===== config.mk =====
export PLATFORM = sky130hd
export DESIGN_NAME = cdq_ptr_ctl
export DESIGN_NICKNAME = d
export VERILOG_FILES = /design/src/rtl/cdq_pkg.sv /design/src/rtl/cdq_ptr_ctl.sv
export SDC_FILE = /design/constraint.sdc
export NUM_CORES = 1
export LEC_CHECK = 0
export BUFFER_PORTS_ARGS = -buffer_cell sky130_fd_sc_hd__buf_4
export CORE_MARGIN = 3
export CORE_UTILIZATION = 45
export CTS_CLUSTER_SIZE = 12
export DETAILED_ROUTE_END_ITERATION = 12
export GPL_TIMING_DRIVEN = 0
export PLACE_DENSITY = 0.68
export SLEW_MARGIN = 15
export SYNTH_ARGS = -nofsm -noshare
export SYNTH_HDL_FRONTEND = slang
export SYNTH_SLANG_ARGS = --single-unit
export TNS_END_PERCENT = 5

===== constraint.sdc =====
create_clock -name clock -period 5.6 [get_ports clock]
set_clock_uncertainty 0.05 [all_clocks]
set_input_delay 0.56 -clock clock [delete_from_list [all_inputs] [get_ports clock]]
set_output_delay 0.56 -clock clock [all_outputs]
set_load 0.01 [all_outputs]

===== src/rtl/cdq_pkg.sv =====
package cdq_pkg;

   localparam int DEPTH   = 1024;
   localparam int INDEX_W = (DEPTH > 1) ? $clog2(DEPTH) : 1;
   localparam int CAP_W   = $clog2(DEPTH + 1);
   localparam int CFG_W   = 11;
   localparam int CMP_W   = (CFG_W > CAP_W) ? CFG_W : CAP_W;
   localparam int DATA_W  = 32;

   localparam logic [2:0] OP_PUSH_FRONT = 3'd0;
   localparam logic [2:0] OP_PUSH_BACK  = 3'd1;
   localparam logic [2:0] OP_POP_FRONT  = 3'd2;
   localparam logic [2:0] OP_POP_BACK   = 3'd3;
   localparam logic [2:0] OP_QUERY      = 3'd4;

   localparam logic signed [DATA_W-1:0] EMPTY_MARK = -32'sd1;

   typedef struct packed {
      logic [2:0]               op;
      logic signed [DATA_W-1:0] value;
   } req_type;

   typedef struct packed {
      logic                     ok;
      logic signed [DATA_W-1:0] front_value;
      logic signed [DATA_W-1:0] rear_value;
      logic                     is_empty;
      logic                     is_full;
   } rsp_type;

   // pointer control to datapath: memory access and result flags of one transfer
   typedef struct packed {
      logic                     fire;
      logic                     ok;
      logic                     empty;
      logic                     full;
      logic                     wr_en;
      logic [INDEX_W-1:0]       wr_addr;
      logic signed [DATA_W-1:0] wr_data;
      logic [INDEX_W-1:0]       rd_head;
      logic [INDEX_W-1:0]       rd_tail;
   } ctl_type;

endpackage


===== src/rtl/cdq_ptr_ctl.sv =====
module cdq_ptr_ctl (
   input  logic                          clock,
   input  logic                          reset,
   input  logic                          accept,
   input  cdq_pkg::req_type              req,
   input  logic                          csr_we,
   input  logic [cdq_pkg::CFG_W-1:0]     csr_wdata,
   output cdq_pkg::ctl_type              ctl
);

   logic [cdq_pkg::INDEX_W-1:0] head_ff, head_in;
   logic [cdq_pkg::INDEX_W-1:0] tail_ff, tail_in;
   logic                        empty_ff, empty_in;
   logic [cdq_pkg::CAP_W-1:0]   cap_ff, cap_in;
   logic                        full_now;
   logic [cdq_pkg::CMP_W-1:0]   cfg_ext;

   function automatic logic [cdq_pkg::INDEX_W-1:0] idx_inc(
      input logic [cdq_pkg::INDEX_W-1:0] idx,
      input logic [cdq_pkg::CAP_W-1:0]   cap
   );
      logic [cdq_pkg::CAP_W-1:0] sum;
      sum = cdq_pkg::CAP_W'(idx) + cdq_pkg::CAP_W'(1);
      return (sum == cap) ? '0 : sum[cdq_pkg::INDEX_W-1:0];
   endfunction

   function automatic logic [cdq_pkg::INDEX_W-1:0] idx_dec(
      input logic [cdq_pkg::INDEX_W-1:0] idx,
      input logic [cdq_pkg::CAP_W-1:0]   cap
   );
      logic [cdq_pkg::CAP_W-1:0] last;
      last = cap - cdq_pkg::CAP_W'(1);
      return (idx == '0) ? last[cdq_pkg::INDEX_W-1:0] : idx - cdq_pkg::INDEX_W'(1);
   endfunction

   assign full_now = !empty_ff && (idx_inc(tail_ff, cap_ff) == head_ff);
   assign cfg_ext  = cdq_pkg::CMP_W'(csr_wdata);

   always_comb begin
      head_in     = head_ff;
      tail_in     = tail_ff;
      empty_in    = empty_ff;
      cap_in      = cap_ff;
      ctl.ok      = 1'b0;
      ctl.wr_en   = 1'b0;
      ctl.wr_addr = '0;
      ctl.wr_data = req.value;
      if (accept) begin
         unique case (req.op)
            cdq_pkg::OP_PUSH_FRONT, cdq_pkg::OP_PUSH_BACK: begin
               if (empty_ff) begin
                  head_in     = '0;
                  tail_in     = '0;
                  empty_in    = 1'b0;
                  ctl.wr_en   = 1'b1;
                  ctl.ok      = 1'b1;
               end else if (!full_now) begin
                  if (req.op == cdq_pkg::OP_PUSH_FRONT) begin
                     head_in     = idx_dec(head_ff, cap_ff);
                     ctl.wr_addr = head_in;
                  end else begin
                     tail_in     = idx_inc(tail_ff, cap_ff);
                     ctl.wr_addr = tail_in;
                  end
                  ctl.wr_en = 1'b1;
                  ctl.ok    = 1'b1;
               end
            end
            cdq_pkg::OP_POP_FRONT, cdq_pkg::OP_POP_BACK: begin
               if (!empty_ff) begin
                  if (head_ff == tail_ff) begin
                     empty_in = 1'b1;
                     head_in  = '0;
                     tail_in  = '0;
                  end else if (req.op == cdq_pkg::OP_POP_FRONT) begin
                     head_in = idx_inc(head_ff, cap_ff);
                  end else begin
                     tail_in = idx_dec(tail_ff, cap_ff);
                  end
                  ctl.ok = 1'b1;
               end
            end
            cdq_pkg::OP_QUERY: begin
               ctl.ok = 1'b1;
            end
            default: begin
            end
         endcase
      end else if (csr_we && empty_ff) begin
         // clamp capacity into 1..DEPTH
         if (cfg_ext == '0) begin
            cap_in = cdq_pkg::CAP_W'(1);
         end else if (cfg_ext > cdq_pkg::CMP_W'(cdq_pkg::DEPTH)) begin
            cap_in = cdq_pkg::CAP_W'(cdq_pkg::DEPTH);
         end else begin
            cap_in = cfg_ext[cdq_pkg::CAP_W-1:0];
         end
         head_in = '0;
         tail_in = '0;
      end
      ctl.fire    = accept;
      ctl.empty   = empty_in;
      ctl.full    = !empty_in && (idx_inc(tail_in, cap_ff) == head_in);
      ctl.rd_head = head_in;
      ctl.rd_tail = tail_in;
   end

   always_ff @(posedge clock) begin
      if (reset) begin
         head_ff  <= '0;
         tail_ff  <= '0;
         empty_ff <= 1'b1;
         cap_ff   <= cdq_pkg::CAP_W'(cdq_pkg::DEPTH);
      end else begin
         head_ff  <= head_in;
         tail_ff  <= tail_in;
         empty_ff <= empty_in;
         cap_ff   <= cap_in;
      end
   end

endmodule

Word-level counts from Yosys, hierarchy flattened
Cells that the tools add are included.

Reductions and logical operators: 12. Eq/ne operators: 10. Bitwise gates (word level): 1. $lt $le $gt $ge: 1. Mux-type cells: 40. Add/subtract/negate cells: 6.

Operators by type and width (count): two-way mux 10 bit (23); two-way mux 11 bit (5); one-hot mux 10 bit (2 select lines) (2); adder 10 x 1 -> 11 bit (second input constant) (3); == test 11 bit (3); == test 10 bit (3); subtractor 10 x 1 -> 10 bit (second input constant) (3); logical NOT 10 bit (2); > comparator 11 bit (second input constant) (1); logical NOT 11 bit (1); two-way mux 1 bit (8); == test 3 x 2 -> 1 bit (second input constant) (2); OR reduction 2 bit (2); == test 3 x 1 -> 1 bit (second input constant) (1); == test 3 bit (second input constant) (1); logical AND 1 bit (3); logical NOT 3 bit (1); one-hot mux 1 bit (3 select lines) (1); logical NOT 1 bit (2); one-hot mux 1 bit (2 select lines) (1); AND reduction 2 bit (1); NOT 1 bit (1).

Register bits: 32. Output and inout bits: 67. Bits of input ports: 50.

Depth between registers and ports, before layout
Word-level depth: 14. Depth in mapped cells: 23. Gate-level depth less buffers: 21.

Worst setup path before layout
Ideal clock, no wire load.

Path type: register to output. From: reg tail_ff[0] (netlist name). To: out ctl[63] (netlist name). Arrival: 5652 ps. Cell stages (with the launch flop): 22. Buffers on the path: 1. Path slack: -662 ps. Path through: dfxtp_1 > clkbuf_1 > inv_1 > ha_1 > xor2_1 > nor3_1 > o21ai_1 > o32ai_2 > o211ai_1 > nor4_2 > mux2_2 > and2_1 > inv_1 > ha_1 > inv_1 > a211oi_1 > or4b_4 > o31ai_2 > nand3_1 > or4b_4 > a21boi_1 > a2111oi_2.

RTL lines: start: declaration (RTL line cdq_ptr_ctl.sv:12) `logic [cdq_pkg::INDEX_W-1:0] tail_ff, tail_in;`; start signal: assignment (RTL line cdq_ptr_ctl.sv:116) `tail_ff <= tail_in;`; end: declaration (RTL line cdq_ptr_ctl.sv:8) `output cdq_pkg::ctl_type ctl`.

==> metrics.log <==
[metrics] wire length after detailed routing: 24.4 mm
[metrics] number of maximum-capacitance violations: 0
[metrics] Clock power frac: 27.7%
[metrics] clock tree from TritonCTS: done
[metrics] die area: 0.0138 sq mm
[metrics] flops & latches, synth: 32
[metrics] crit path capture type: primary output
[metrics] prevailing post-synth register cell: sky130_fd_sc_hd__dfxtp_1
[metrics] number of H-tree branching levels: 2
[metrics] number of failing hold endpoints at the final stage: 0
[metrics] Max Clock Freq: 157 MHz
[metrics] final global-route overflow total: 0
[metrics] CP Class: reg2out
[metrics] Worst VDD drop: 0.134 mV
[metrics] clock-pin slew on the worst setup and hold paths: 0.06 ns
[metrics] net switching power: 397 uW
[metrics] number of core rows: 40
[metrics] P&R area growth vs syn: 28.7%
[metrics] average instance area after synthesis: 6.73 sq um
[metrics] CORE AREA: 0.0121 sq mm
[metrics] first-pass GRT wire length: 36.9 mm
[metrics] cell depth of the worst min-delay path: 2
[metrics] count of vias placed by the detailed router: 7011
[metrics] ratio of total power to cell area: 137 mW/mm^2
[metrics] part of the cycle the worst path needs: 113%
[metrics] dpl ws: -1.12 ns
[metrics] Reg power frac: 24.7%
[metrics] final max-slew violation count: 0
[metrics] metal3 WL: 3.22 mm
[metrics] CTS hold repair buffers: 0
[metrics] count of buffers from port buffering: 81
[metrics] uppermost layer routed: met4
[metrics] Post-Synthesis Cells: 833
[metrics] Syn. warnings: 0
[metrics] Post-Place Cells: 1082
[metrics] PnR worst setup slack: -0.754 ns
[metrics] Critical Path AT: 5.74 ns
[metrics] violations in the final reports: negative setup slack
[metrics] share of async-settable or async-resettable flops after synthesis: 0%
[metrics] net count of the mapped netlist: 890
[metrics] Total GRT Usage: 33.5%
[metrics] clock root buffer master: sky130_fd_sc_hd__clkbuf_16
[metrics] RSZ-0062 raised after global routing: yes
[metrics] filler-free cell count of the finished design: 1114
[metrics] Comb power frac: 47.6%
[metrics] effective utilization at floorplan: 46.3%
[metrics] vertical die dimension: 118 um
[metrics] via count of the first global-routing pass: 6550
[metrics] TritonCTS Sinks: 32
[metrics] residual antenna-violating net count after detailed routing: 0
[metrics] filler cell count: 1215
[metrics] initial antenna violation count: 0
[metrics] length of the first detailed-routing pass in iterations: 5
[metrics] final antenna diode count: 0
[metrics] amount of wire on met2 after detailed routing: 10.5 mm
[metrics] count of endpoints failing setup in the final report: 1
[metrics] status: complete, but fails checks
[metrics] final net count: 1002
[metrics] sequential-to-total area share from yosys stat: 11.4%
[metrics] switching share of power: 40.1%
[metrics] Unique masters post-synth: 80
[metrics] post-detail-place hpwl: 18.3 mm
[metrics] Internal Dissipation: 593 uW
[metrics] cell area after synthesis: 0.00561 sq mm
[metrics] pin count of the biggest net entering global routing: 13
[metrics] cell depth of the worst flop-to-flop path: 17
[metrics] total clock buffers created by CTS: 5
[metrics] required arrival time at the worst endpoint: 4.99 ns
[metrics] count of routing violations after the opening detailed-route iteration: 996
[metrics] clock latency reported for the late side of the worst-skew pair: 0.28 ns
[metrics] leakage: 3.07 nW
[metrics] kind of path behind the tightest hold check: in2reg
[metrics] width of the chip: 118 um
[metrics] Placer Congestion: 1.07
[metrics] CP Launch Type: flop
[metrics] slew at the pin with the worst max-slew slack: 0.780 ns
[metrics] most used cells in the layout excluding fill and tap cells: sky130_fd_sc_hd__buf_4, sky130_fd_sc_hd__nor2_1, sky130_fd_sc_hd__nand2_1, sky130_fd_sc_hd__a21oi_1, sky130_fd_sc_hd__clkbuf_1
[metrics] number of flops mapped to enable cells by yosys: 0
[metrics] ratio of cells with drive above 1 in the final layout: 26.0%
[metrics] leading cell type in the layout, fill and taps excluded: sky130_fd_sc_hd__buf_4
[metrics] routed length per placed instance: 21.9 um
[metrics] average via count per standard cell: 6.29
[metrics] DRC viols: 0
[metrics] Max-Slew Margin vs Limit: 47.8%
[metrics] maximum buffer depth of the clock tree: 2
[metrics] post-layout minimum cycle time: 6.35 ns
[metrics] # IOs: 117
[metrics] highest net fanout along the worst path: 6
[metrics] routed metal-1 wire length: 9.36 mm
## through the flow
stage	instance area (sq um)	TNS [ns]	hold WS [ns]	power, mW	utilization [%]
4_1_cts	7140	-0.687	0.423	0.973	59.0
5_1_grt	7210	-0.942	0.428	1.03	59.6
3_3_place_gp	6560	-1.13	0.543	0.666	54.2
2_1_floorplan	5750	-0.0806	0.476	0.537	-
3_5_place_dp	6560	-1.12	0.551	0.667	54.2
6_report	7210	-0.754	0.423	0.989	59.6
## timing repair
action	4_1_cts	5_1_grt
setup buffers	29	1
endpoints found under the hold margin	0	0
gates resized for setup	51	17
endpoints found under the setup margin	1	1
pin swaps	21	14
## synth_stat cells (all sizes together), types with 5 or more instances
| cell | n | area [sq um] |
|---|---|---|
| a32o | 5 | 50.1 |
| ha | 7 | 87.6 |
| a21oi | 63 | 315 |
| dfxtp | 32 | 641 |
| a221oi | 5 | 56.3 |
| buf | 48 | 323 |
| a22oi | 12 | 90.1 |
| mux2i | 8 | 80.1 |
| o211ai | 5 | 37.5 |
| nor3b | 12 | 90.1 |
| nand3 | 31 | 168 |
| o21a | 8 | 60.1 |
| nor2 | 97 | 364 |
| nand2 | 64 | 240 |
| xor2 | 30 | 263 |
| nand4 | 7 | 43.8 |
| xnor3 | 7 | 158 |
| inv | 35 | 131 |
| nor2b | 12 | 75.1 |
| xnor2 | 45 | 394 |
| clkbuf | 57 | 214 |
| or2 | 7 | 43.8 |
| nor4 | 16 | 121 |
| nor3 | 26 | 130 |
| or4 | 8 | 60.1 |
| a21o | 10 | 75.1 |
| a22o | 12 | 105 |
| o31ai | 5 | 42.5 |
| or3 | 11 | 68.8 |
| a211oi | 7 | 57.6 |
| a31oi | 8 | 50.1 |
| o21ai | 43 | 215 |
| o22ai | 9 | 56.3 |
| and3 | 7 | 43.8 |
| and2 | 10 | 62.6 |
## power groups by stage
stage	logic [mW]	registers [mW]	clock network [mW]
final	0.471	0.244	0.274
after global routing	0.500	0.245	0.288
after CTS	0.453	0.242	0.277
after detailed placement	0.423	0.244	0
after global placement	0.423	0.244	0
after floorplan	0.294	0.242	0
## worst max-delay path: stages (launching register included)
cell	delay (ns)
sky130_fd_sc_hd__dfxtp_2	0.37
sky130_fd_sc_hd__clkbuf_8	0.16
sky130_fd_sc_hd__inv_1	0.09
sky130_fd_sc_hd__ha_4	0.26
sky130_fd_sc_hd__xor2_1	0.16
sky130_fd_sc_hd__nor3_2	0.13
sky130_fd_sc_hd__buf_4	0.16
sky130_fd_sc_hd__o21ai_4	0.10
sky130_fd_sc_hd__o32ai_2	0.28
sky130_fd_sc_hd__o211ai_1	0.14
sky130_fd_sc_hd__buf_4	0.17
sky130_fd_sc_hd__nor4_4	0.31
sky130_fd_sc_hd__buf_4	0.18
sky130_fd_sc_hd__mux2_4	0.30
sky130_fd_sc_hd__and2_4	0.19
sky130_fd_sc_hd__inv_4	0.06
sky130_fd_sc_hd__ha_4	0.14
sky130_fd_sc_hd__inv_4	0.05
sky130_fd_sc_hd__a211oi_2	0.13
sky130_fd_sc_hd__or4b_4	0.52
sky130_fd_sc_hd__o31ai_2	0.21
sky130_fd_sc_hd__nand3_1	0.16
sky130_fd_sc_hd__or4b_4	0.61
sky130_fd_sc_hd__a21boi_4	0.17
sky130_fd_sc_hd__a2111oi_4	0.23
sky130_fd_sc_hd__buf_4	0.18
## logic make-up after synthesis
| family | Yosys count | synth area share (%) |
|---|---|---|
| multiplexers | 9 | 1.63 |
| AND/OR/NAND/NOR | 331 | 30.7 |
| XOR/XNOR | 83 | 15.0 |
| adder cells (fa/ha/maj) | 7 | 1.56 |
| AO/OA/AOI/OAI | 230 | 27.8 |
| buffers and inverters | 141 | 12.0 |
| flip-flops | 32 | 11.4 |
## sequential cells by signal, summed over array words and instances (netlist names)
signal and flops:
cap_ff 11, tail_ff 10, empty_ff 1, head_ff 10
## layer usage
layer	global-route usage (%)	up-vias
li1	-	3182
met1	45.1	3192
met2	51.3	539
met3	7.21	98
met4	14.9	0
met5	0	-
## layout make-up
| type | instances | area, sq um | share of cell area, % |
|---|---|---|---|
| timing repair buffer | 111 | 833 | 11.6 |
| sequential | 32 | 652 | 9.04 |
| tap | 168 | 210 | 2.91 |
| clock buffer | 5 | 125 | 1.73 |
| multi-input combinational | 660 | 4640 | 64.3 |
| clock inverter | 3 | 23.8 | 0.330 |
| inverter | 36 | 143 | 1.98 |
| buffer | 99 | 591 | 8.19 |
## worst paths after layout
kind                          start                endpoint  slack, ns
max           tail_ff[1]$_SDFF_PP0_                 ctl[63]      -0.75
min                           reset   head_ff[1]$_SDFF_PP0_       0.42
max reg2reg   tail_ff[2]$_SDFF_PP0_   head_ff[3]$_SDFF_PP0_       1.44
min reg2reg  cap_ff[9]$_SDFFE_PP0P_  cap_ff[9]$_SDFFE_PP0P_       0.58
Note: power is estimated with default switching activity, not from simulation.
